### config.mk
export PLATFORM = sky130hd
export DESIGN_NAME = wall_sensor_scan_and_steering_error
export DESIGN_NICKNAME = d
export VERILOG_FILES = /design/src/wsse_pkg.sv /design/src/wall_sensor_scan_and_steering_error.sv
export VERILOG_INCLUDE_DIRS = /design/src /design/src/src
export SDC_FILE = /design/constraint.sdc
export NUM_CORES = 1
export LEC_CHECK = 0
export ABC_AREA = 1
export BUFFER_PORTS_ARGS = -buffer_cell sky130_fd_sc_hd__buf_2
export CAP_MARGIN = 0
export CORE_UTILIZATION = 55
export CTS_CLUSTER_DIAMETER = 60
export DETAILED_ROUTE_END_ITERATION = 6
export PLACE_DENSITY = 0.77
export SYNTH_ARGS = -nofsm -noshare
export SYNTH_HDL_FRONTEND = slang
export SYNTH_SLANG_ARGS = --single-unit
### constraint.sdc
create_clock -name clk -period 3.65 [get_ports clk]
set_input_delay 0.5475 -clock clk [delete_from_list [all_inputs] [get_ports clk]]
set_output_delay 0.5475 -clock clk [all_outputs]
set_load 0.02 [all_outputs]
### src/assert_macros.svh
// Assertion macros shared by the RTL that checks itself.
// No dependencies; include by bare file name inside a module body.
`ifndef ASSERT_MACROS_SVH
`define ASSERT_MACROS_SVH

// Same-cycle implication, disabled during reset.
`define ASSERT_IMPLIES(label, clk, rst, ante, cons) \
  label: assert property (@(posedge clk) disable iff (rst) (ante) |-> (cons)) \
    else $error("assertion failed: same-cycle implication");

// Next-cycle implication, disabled during reset.
`define ASSERT_NEXT(label, clk, rst, ante, cons) \
  label: assert property (@(posedge clk) disable iff (rst) (ante) |=> (cons)) \
    else $error("assertion failed: next-cycle implication");

`endif

### src/wsse_pkg.sv
// Types and constants for the wall sensor scan and steering error block.
// No dependencies.
package wsse_pkg;

  localparam int SAMPLE_W = 12;
  localparam int ERR_W    = 13;
  localparam int STEER_W  = 14;
  localparam int CFG_IDX_W = 3;
  localparam int IN_DATA_W  = 16;
  localparam int OUT_DATA_W = 40;

  localparam logic [SAMPLE_W-1:0] FULL_SCALE = 12'hFFF;

  // Register reset values
  localparam logic [SAMPLE_W-1:0] WALL_THRESH_RST = 12'd1000;
  localparam logic [SAMPLE_W-1:0] CTRL_THRESH_RST = 12'd1200;
  localparam logic [SAMPLE_W-1:0] REF_RST         = 12'd1500;

  // Scan order of the sensors
  typedef enum logic [1:0] {
    SEN_FRONT_LEFT  = 2'd0,
    SEN_RIGHT       = 2'd1,
    SEN_FRONT_RIGHT = 2'd2,
    SEN_LEFT        = 2'd3
  } sensor_t;

  // Configuration register indexes
  typedef enum logic [CFG_IDX_W-1:0] {
    REG_WALL_THRESH_RIGHT       = 3'd0,
    REG_WALL_THRESH_LEFT        = 3'd1,
    REG_WALL_THRESH_FRONT_RIGHT = 3'd2,
    REG_WALL_THRESH_FRONT_LEFT  = 3'd3,
    REG_CTRL_THRESH_RIGHT       = 3'd4,
    REG_CTRL_THRESH_LEFT        = 3'd5,
    REG_REF_RIGHT               = 3'd6,
    REG_REF_LEFT                = 3'd7
  } cfg_reg_t;

endpackage

### src/wall_sensor_scan_and_steering_error.sv
// Wall sensor scan and steering error: the whole block in one module.
// Depends on wsse_pkg and assert_macros.svh.
//
// Takes one ADC sample per cycle and returns one result per sample, in the
// cycle after the request is accepted, from a single output register. Sensors
// are scanned front-left, right, front-right, left; each gets a dummy sample
// (captured = 0, value reads 0) followed by a captured one. The captured value
// (forced to full scale when conversion_ok is low) updates the wall flags and,
// for the side sensors, the control flag and side error. steering_error is
// built from the updated side errors. The input is held off only while the
// output register is full and not taken; the compare, subtract and final
// add between the input and the output register set the cycle time.
module wall_sensor_scan_and_steering_error (
  input  logic                              clk,
  input  logic                              rst,
  // Sample input
  input  logic                              s_axis_tvalid,
  output logic                              s_axis_tready,
  // [11:0] sample, [15:12] zero
  input  logic [wsse_pkg::IN_DATA_W-1:0]    s_axis_tdata,
  // [0] conversion_ok
  input  logic                              s_axis_tuser,
  // Result output
  output logic                              m_axis_tvalid,
  input  logic                              m_axis_tready,
  // [1:0] sensor_select, [3:2] captured_sensor, [15:4] captured_value,
  // [16] wall_right, [17] wall_left, [18] wall_front_right,
  // [19] wall_front_left, [20] control_right, [21] control_left,
  // [35:22] steering_error, [39:36] zero
  output logic [wsse_pkg::OUT_DATA_W-1:0]   m_axis_tdata,
  // [0] captured
  output logic                              m_axis_tuser,
  // Configuration write port
  input  logic                              cfg_we,
  input  logic [wsse_pkg::CFG_IDX_W-1:0]    cfg_index,
  input  logic [wsse_pkg::SAMPLE_W-1:0]     cfg_data
);
  import wsse_pkg::*;
  `include "assert_macros.svh"

  // Configuration registers
  logic [SAMPLE_W-1:0] wall_thresh_right, wall_thresh_left;
  logic [SAMPLE_W-1:0] wall_thresh_front_right, wall_thresh_front_left;
  logic [SAMPLE_W-1:0] ctrl_thresh_right, ctrl_thresh_left;
  logic [SAMPLE_W-1:0] ref_right, ref_left;

  // Scan state
  logic [1:0]              scan_index, scan_index_next;
  logic                    dummy_done, dummy_done_next;
  logic signed [ERR_W-1:0] side_err_right, side_err_right_next;
  logic signed [ERR_W-1:0] side_err_left, side_err_left_next;
  logic wall_right, wall_right_next, wall_left, wall_left_next;
  logic wall_front_right, wall_front_right_next;
  logic wall_front_left, wall_front_left_next;
  logic control_right, control_right_next, control_left, control_left_next;

  // Result register
  logic [1:0]              res_sensor_select;
  logic                    res_captured;
  logic [1:0]              res_captured_sensor;
  logic [SAMPLE_W-1:0]     res_captured_value;
  logic signed [STEER_W-1:0] res_steer;
  logic                    res_valid;

  logic                    in_acc;
  sensor_t                 sensor;
  logic [SAMPLE_W-1:0]     value;
  logic [SAMPLE_W-1:0]     cap_value;
  logic signed [STEER_W-1:0] steer;

  assign s_axis_tready = !res_valid || m_axis_tready;
  assign in_acc        = s_axis_tvalid && s_axis_tready;

  // Configuration writes
  always_ff @(posedge clk) begin
    if (rst) begin
      wall_thresh_right       <= WALL_THRESH_RST;
      wall_thresh_left        <= WALL_THRESH_RST;
      wall_thresh_front_right <= WALL_THRESH_RST;
      wall_thresh_front_left  <= WALL_THRESH_RST;
      ctrl_thresh_right       <= CTRL_THRESH_RST;
      ctrl_thresh_left        <= CTRL_THRESH_RST;
      ref_right               <= REF_RST;
      ref_left                <= REF_RST;
    end else if (cfg_we) begin
      case (cfg_reg_t'(cfg_index))
        REG_WALL_THRESH_RIGHT:       wall_thresh_right       <= cfg_data;
        REG_WALL_THRESH_LEFT:        wall_thresh_left        <= cfg_data;
        REG_WALL_THRESH_FRONT_RIGHT: wall_thresh_front_right <= cfg_data;
        REG_WALL_THRESH_FRONT_LEFT:  wall_thresh_front_left  <= cfg_data;
        REG_CTRL_THRESH_RIGHT:       ctrl_thresh_right       <= cfg_data;
        REG_CTRL_THRESH_LEFT:        ctrl_thresh_left        <= cfg_data;
        REG_REF_RIGHT:               ref_right               <= cfg_data;
        REG_REF_LEFT:                ref_left                <= cfg_data;
        default: ;
      endcase
    end
  end

  // Next scan state for the incoming sample
  always_comb begin
    sensor    = sensor_t'(scan_index);
    value     = s_axis_tuser ? s_axis_tdata[SAMPLE_W-1:0] : FULL_SCALE;
    cap_value = '0;
    scan_index_next       = scan_index;
    dummy_done_next       = 1'b1;
    side_err_right_next   = side_err_right;
    side_err_left_next    = side_err_left;
    wall_right_next       = wall_right;
    wall_left_next        = wall_left;
    wall_front_right_next = wall_front_right;
    wall_front_left_next  = wall_front_left;
    control_right_next    = control_right;
    control_left_next     = control_left;
    if (dummy_done) begin
      dummy_done_next = 1'b0;
      cap_value       = value;
      scan_index_next = scan_index + 2'd1;
      case (sensor)
        SEN_FRONT_LEFT: begin
          wall_front_left_next = value > wall_thresh_front_left;
        end
        SEN_RIGHT: begin
          wall_right_next    = value > wall_thresh_right;
          control_right_next = value > ctrl_thresh_right;
          side_err_right_next = control_right_next ?
            $signed({1'b0, value}) - $signed({1'b0, ref_right}) : '0;
        end
        SEN_FRONT_RIGHT: begin
          wall_front_right_next = value > wall_thresh_front_right;
        end
        SEN_LEFT: begin
          wall_left_next    = value > wall_thresh_left;
          control_left_next = value > ctrl_thresh_left;
          side_err_left_next = control_left_next ?
            $signed({1'b0, value}) - $signed({1'b0, ref_left}) : '0;
        end
        default: ;
      endcase
    end
  end

  // Combine the side errors into the steering error
  always_comb begin
    case ({control_left_next, control_right_next})
      2'b11: steer = $signed({side_err_right_next[ERR_W-1], side_err_right_next})
                   - $signed({side_err_left_next[ERR_W-1], side_err_left_next});
      2'b01: steer = $signed({side_err_right_next, 1'b0});
      2'b10: steer = $signed(STEER_W'(0)) - $signed({side_err_left_next, 1'b0});
      default: steer = '0;
    endcase
  end

  // Advance scan state on each accepted request
  always_ff @(posedge clk) begin
    if (rst) begin
      scan_index       <= '0;
      dummy_done       <= 1'b0;
      side_err_right   <= '0;
      side_err_left    <= '0;
      wall_right       <= 1'b0;
      wall_left        <= 1'b0;
      wall_front_right <= 1'b0;
      wall_front_left  <= 1'b0;
      control_right    <= 1'b0;
      control_left     <= 1'b0;
    end else if (in_acc) begin
      scan_index       <= scan_index_next;
      dummy_done       <= dummy_done_next;
      side_err_right   <= side_err_right_next;
      side_err_left    <= side_err_left_next;
      wall_right       <= wall_right_next;
      wall_left        <= wall_left_next;
      wall_front_right <= wall_front_right_next;
      wall_front_left  <= wall_front_left_next;
      control_right    <= control_right_next;
      control_left     <= control_left_next;
    end
  end

  // Output valid flag
  always_ff @(posedge clk) begin
    if (rst) begin
      res_valid <= 1'b0;
    end else if (in_acc) begin
      res_valid <= 1'b1;
    end else if (m_axis_tready) begin
      res_valid <= 1'b0;
    end
  end

  // Load the result payload
  always_ff @(posedge clk) begin
    if (in_acc) begin
      res_sensor_select   <= scan_index_next;
      res_captured        <= dummy_done;
      res_captured_sensor <= scan_index;
      res_captured_value  <= cap_value;
      res_steer           <= steer;
    end
  end

  assign m_axis_tvalid = res_valid;
  assign m_axis_tuser  = res_captured;
  assign m_axis_tdata  = {4'b0000, res_steer, control_left, control_right,
                          wall_front_left, wall_front_right, wall_left, wall_right,
                          res_captured_value, res_captured_sensor, res_sensor_select};

  // Checks
  `ASSERT_IMPLIES(a_stall_blocks_input, clk, rst,
    m_axis_tvalid && !m_axis_tready, !s_axis_tready)
  `ASSERT_IMPLIES(a_dummy_value_zero, clk, rst,
    m_axis_tvalid && !res_captured, res_captured_value == '0)
  `ASSERT_IMPLIES(a_no_control_no_steer, clk, rst,
    m_axis_tvalid && !control_right && !control_left, res_steer == '0)
  `ASSERT_NEXT(a_dummy_holds_scan, clk, rst,
    in_acc && !dummy_done, scan_index == $past(scan_index))

endmodule

* After elaboration in Yosys (flattened, before gate mapping)
Cells that the tools add are included.
Widths: inputs -> output; s select.
** Cells by class
- Add/sub/neg operators :: 5
- Order comparisons :: 6
- Equality and inequality tests :: 13
- Multiplexer cells :: 16
- Reduce and logical (&&, ||, !) cells :: 18
** Operators by type and width (number)
- $mux 13 :: 6
- $gt 12x12->1 :: 6
- $pmux 14 s3 :: 1
- $sub 12x12->13 :: 2
- $reduce_and 2->1 :: 8
- $sub 1x14->14 const A :: 1
- $sub 13x13->14 :: 1
- $eq 3x3->1 const B :: 4
- $mux 12 :: 1
- $reduce_and 3->1 :: 4
- $eq 2x2->1 const B :: 4
- $mux 1 :: 7
- $eq 3x2->1 const B :: 2
- $eq 2x1->1 const B :: 2
- $eq 3x1->1 const B :: 1
- $logic_not 3->1 :: 1
- $add 2x1->2 const B :: 1
- $logic_not 2->1 :: 1
- $mux 2 :: 1
- $reduce_bool 2->1 :: 1
- $logic_and 1x1->1 :: 1
- $logic_not 1->1 :: 1
- $logic_or 1x1->1 :: 1
** Word-level totals
- Register bits :: 163
- Bits of input ports :: 37
- Output and inout bits :: 43
- Word-level logic and storage cells :: 82

* Logic depth before layout (Yosys ltp)
- Depth in word-level cells :: 7
- Mapped depth :: 28
- Mapped depth without buffers :: 27

* Worst setup path before layout
OpenSTA, ideal clock, no wires.
- Path type :: input -> register
- Start :: input port s_axis_tuser
- End :: register res_steer[12] (data pin)
- Setup time :: 253 ps
- Data arrival time :: 3713 ps
- Data required time :: 3397 ps
- Slack :: -316 ps
- Stages on the path :: 28
- Buffers on the path :: 2
- Cells stage by stage :: clkbuf_1 -> nand2_1 -> ha_1 -> nand2_1 -> nor2_1 -> inv_1 -> nor2_1 -> nand4_1 -> nand2_1 -> inv_1 -> nand2_1 -> buf_4 -> o22ai_1 -> inv_1 -> ha_1 -> inv_1 -> fa_1 -> nand3_1 -> nand2_1 -> nand2_1 -> o211ai_1 -> nand3_1 -> o21ai_0 -> xor2_1 -> nand2_1 -> nand2_1 -> inv_1 -> nand2_1
** Between the ends
- Cells in the longest elaborated chain, start to end :: 7
- Elaborated cells between the ends (all ways) :: 21
- Classes of those cells :: add/sub: 4; order compare: 2; eq/ne: 3; mux: 12
** Ends and longest elaborated chain
- start: declaration :: RTL line wall_sensor_scan_and_steering_error.sv:22 : input logic s_axis_tuser,
- $mux 12 (*) :: RTL line wall_sensor_scan_and_steering_error.sv:103 : value = s_axis_tuser ? s_axis_tdata[SAMPLE_W-1:0] : FULL_SCALE;
- named net value[11] :: RTL line wall_sensor_scan_and_steering_error.sv:67 : logic [SAMPLE_W-1:0] value;
- $sub 12x12->13, or another cell as far along :: RTL line wall_sensor_scan_and_steering_error.sv:136 : $signed({1'b0, value}) - $signed({1'b0, ref_left}) : '0;
- $mux 13 (on tied branches) :: RTL line wall_sensor_scan_and_steering_error.sv:135, wall_sensor_scan_and_steering_error.sv:126
- $mux 13 :: RTL line wall_sensor_scan_and_steering_error.sv:119 : case (sensor)
- $mux 13 :: RTL line wall_sensor_scan_and_steering_error.sv:115 : if (dummy_done) begin
- $sub 1x14->14 / $sub 13x13->14 (equally long branches) :: RTL line wall_sensor_scan_and_steering_error.sv:149, wall_sensor_scan_and_steering_error.sv:147
- $pmux 14 s3 (*) :: RTL line wall_sensor_scan_and_steering_error.sv:145 : case ({control_left_next, control_right_next})
- named net steer[12] :: RTL line wall_sensor_scan_and_steering_error.sv:69 : logic signed [STEER_W-1:0] steer;
- end signal: assignment :: RTL line wall_sensor_scan_and_steering_error.sv:199 : res_steer <= steer;
- end: declaration :: RTL line wall_sensor_scan_and_steering_error.sv:62 : logic signed [STEER_W-1:0] res_steer;
The timed path passes the listed nets; every way through them passes the cells marked *.
A chain may end at the register's enable or synchronous reset.

* Worst setup path after layout
- Start :: input port s_axis_tdata[2] (netlist name)
- End :: register res_steer[13] (data pin)
** Between the ends
- Cells in the longest elaborated chain, start to end :: 7
- Elaborated cells between the ends (all ways) :: 21
- Classes of those cells :: add/sub: 4; order compare: 2; eq/ne: 3; mux: 12
** Ends and longest elaborated chain
- start: declaration :: RTL line wall_sensor_scan_and_steering_error.sv:20 : input logic [wsse_pkg::IN_DATA_W-1:0] s_axis_tdata,
- $mux 12 (*) :: RTL line wall_sensor_scan_and_steering_error.sv:103
- named net value[2] :: RTL line wall_sensor_scan_and_steering_error.sv:67
- $sub 12x12->13, or another cell as far along :: RTL line wall_sensor_scan_and_steering_error.sv:136
- $mux 13 (on tied branches) :: RTL line wall_sensor_scan_and_steering_error.sv:135, wall_sensor_scan_and_steering_error.sv:126
- $mux 13 :: RTL line wall_sensor_scan_and_steering_error.sv:119
- $mux 13 :: RTL line wall_sensor_scan_and_steering_error.sv:115
- $sub 1x14->14 / $sub 13x13->14 (equally long branches) :: RTL line wall_sensor_scan_and_steering_error.sv:149, wall_sensor_scan_and_steering_error.sv:147
- $pmux 14 s3 (*) :: RTL line wall_sensor_scan_and_steering_error.sv:145
- named net steer[13] :: RTL line wall_sensor_scan_and_steering_error.sv:69
Marks and branches as above.

==> key figures <==
Power
  • Clock power share: 35.1%
  • Switching power: ~1.7 mW
  • LEAKAGE: 6.34 nW
  • Power per cell area: 401 mW/mm^2
  • Switching share of total power: 33.1%
  • Logic pwr share: 26.5%
  • Register share of total power: 38.4%
  • Internal: ~3.4 mW
  • Maximum VDD drop: 0.338 mV
  • Power, Total: around 5 mW

Detailed routing
  • Avg Vias per Cell: 5.51
  • Drt total wl: 29900 um
  • Routed vias: 10.1k
  • DR pass1 iterations: 7
  • Drt wl/cell: 16.4 um
  • Starting DRT DRC Count: 1026
  • Antenna viol nets, final: 0
  • # DRC: 10

Worst hold path
  • Hold Crit Class: primary input to flip-flop

CTS
  • H-tree Lvls: 4
  • Clock Latency Late Sink: 0.44 ns
  • Root Driver: clkbuf_16
  • Clk slew on worst S/H paths: 0.07 ns
  • CTS tree: built
  • Number of CTS-inserted buffers: 17
  • CTS Sinks: 163
  • Clock buffer depth: 2

Synth
  • Sequential fraction of the synthesis area: 34.7%
  • Mapped Cells: 1401
  • Yosys warning total: 0
  • Syn Area/Cell: ~7.3 um^2
  • Synth cell types: 47
  • Synth Register Bits: 163
  • Synthesized area: 0.0103 mm^2

Layout
  • Largest Register: res_steer
  • N_diodes: 0
  • Largest register FFs: 14
  • P&R area growth vs syn: 24.4%
  • # nets final: 1742
  • Share of layout cells above drive strength 1: 22.9%
  • Post-route cell area: 0.0128 mm^2
  • Largest registers: res_steer x14, side_err_left x13, side_err_right x13
  • Layout Utilization: between 70% and 80%

GRT
  • Number of antenna violations at the first check in global routing: 0
  • First-pass GRT wire length: 47500 um
  • Largest net degree at the start of global routing: 90
  • Overflow after GRT: 0
  • Gr usage total: 31.2%
  • Number of global-route vias before repair: 9467

Setup path
  • Critical Path RT: 3.85 ns
  • Worst Setup End Kind: flip-flop
  • Worst Path Max Fanout: 5
  • Crit Path Class: primary input to flip-flop
  • CP Data Arrival Time: roughly 3.7 ns
  • Crit path launch type: primary input

Floorplan
  • Die area: 0.0192 mm^2
  • Starting density of the core: 56.7%
  • I/O pin count: 80
  • # rows: 49
  • Die height: 139 um
  • Core ar.: 0.0181 mm^2
  • Die width: 139 um

Timing
  • Max-slew headroom: 29.8%
  • Total negative slack: 0 ns
  • Least-Margin Pin Slew: 1.05 ns
  • Clock Skews: 0.00997 ns
  • Setup violators final: 0
  • Final hold vios: 0
  • Final min period: 3.54 ns
  • Final Worst Setup Slack: 0.110 ns
  • Fin crit share: 97.0%
  • Fmax: 0.283 GHz
  • Max-slew violations: 0

Placement
  • Gpl congestion: 0.932
  • DP Area: between 0.01 and 0.015 mm^2
  • Pre-CTS setup slack: -0.551 ns
  • Port bufs: 71
  • Dpl hpwl: 21600 um

Run status
  • Failing checks: design-rule violations
  • Outcome: complete, but fails checks

Flow run
  • Max-cap violations: 0
[what timing repair did]
action / 4_1_cts / 5_1_grt
hold buffers: 0 / 0
buffers inserted: 0 / 7
pin swaps: 0 / 31
setup endpoints to repair: 4 / 8
gates resized for setup: 7 / 84
hold endpoints to repair: 0 / 0
[cell usage in the layout, fill, tap and decap left out, types with 4 or more instances in the layout]
| master | instances |
|---|---|
| clkbuf_16 | 18 |
| o21ai_1 | 6 |
| o211ai_1 | 51 |
| nand3_1 | 34 |
| nor3_1 | 6 |
| inv_6 | 5 |
| nor2_2 | 13 |
| nand3_2 | 4 |
| xnor2_1 | 6 |
| buf_12 | 4 |
| o21ai_0 | 108 |
| buf_2 | 70 |
| buf_4 | 141 |
| o22ai_2 | 4 |
| nand2_2 | 20 |
| dfxtp_1 | 132 |
| ha_1 | 101 |
| conb_1 | 4 |
| a21oi_1 | 139 |
| nor2_1 | 97 |
| edfxtp_1 | 31 |
| nand2_4 | 6 |
| ha_4 | 7 |
| inv_1 | 225 |
| inv_2 | 23 |
| a211oi_1 | 4 |
| nand2_1 | 239 |
| ha_2 | 6 |
| o22ai_1 | 4 |
| xor2_1 | 9 |
| nand4_1 | 18 |
| a21oi_2 | 10 |
[through the flow]
stage	hold WS, ns	cells
finish	0.413	1830
global route	0.441	1830
CTS	0.414	1823
detailed placement	0.451	1791
global placement	0.446	1791
floorplan	0.403	1404
[synthesized netlist by cell type, drive strengths merged]
master	instances	area share, %
nor2	113	4.5
nand3b	2	0.15
o31ai	2	0.15
nand3	40	2.2
conb	1	0.036
inv	249	9.1
xnor2	6	0.51
nand4	18	1.1
o21ai	117	5.8
buf	15	1.1
o2111ai	2	0.17
ha	114	14
o21a	1	0.073
clkbuf	38	1.4
or2	2	0.12
clkinv	1	0.036
o211ai	51	3.7
a31oi	4	0.24
o21bai	3	0.22
dfxtp	132	26
a21oi	150	7.5
a21o	2	0.15
nand2	268	10
fa	3	0.58
o22ai	8	0.49
a2bb2oi	2	0.17
nor3	8	0.39
a211oi	5	0.37
a22oi	1	0.073
xor2	10	0.85
edfxtp	31	9.1
a21boi	1	0.11
o221ai	1	0.085
[power by group through the flow]
stage	Combinational (mW)	Clock, mW	Sequential (mW)
global route	1.50	1.88	1.98
floorplan	0.739	0	2.05
global placement	1.20	0	2.01
CTS	1.24	1.80	1.97
detailed placement	1.22	0	2.01
finish	1.36	1.80	1.97
[cell families (layout without fill, tap and decap cells)]
group                      count (synthesis)  count (layout)  share of synthesized area (%)
other                                      1               4                         0.0365
buffers and inverters                    303             500                           11.6
and+or+nand+nor                          451             451                           18.5
DFF                                      163             163                           34.7
xor gates and xnor gates                  16              16                           1.36
AOI/OAI and AO/OA                        350             350                           19.3
adders and majority gates                117             117                           14.5
[per-layer routing]
metal / share of wire, % / GRT usage (%)
met5: 0 / 0
met4: 2.8 / 11.5
met3: 7.3 / 4.94
met2: 46 / 51.3
met1: 44 / 41.3
[cell type report]
type,count,area (um^2)
clock buffer,18,450
clock inverter,14,130
fill,1441,5360
inverter,250,941
multi-input combinational,938,5890
sequential,163,3570
tap,229,287
timing repair buffer,218,1520
[final timing paths]
kind | startpoint | to | slack, ns | cells past startpoint
setup / recovery | s_axis_tdata[2] | res_steer[13] | 0.11 | 25
hold / removal | m_axis_tready | m_axis_tvalid | 0.41 | 4
setup reg to reg | ctrl_thresh_right[8] | res_steer[13] | 0.26 | 24
hold reg to reg | wall_thresh_right[2] | wall_thresh_right[2] | 0.46 | 2
[critical path, stage by stage]
cell and delay [ns]:
buf_2 0.09, inv_1 0.08, nand2_2 0.16, buf_4 0.21, ha_2 0.30, nand2_1 0.08, nand2_1 0.08, inv_2 0.07
nand2_2 0.07, nand2_1 0.07, nand2_1 0.05, inv_1 0.05, nand4_1 0.17, nand2_2 0.12, inv_1 0.07, ha_2 0.39
nand2_1 0.10, nor3_2 0.19, nand3_1 0.14, nand3_2 0.18, nand2_1 0.07, nand3_1 0.08, xor2_1 0.15, a2bb2oi_1 0.16
nand2_1 0.06
(Power assumes the default switching activity.)
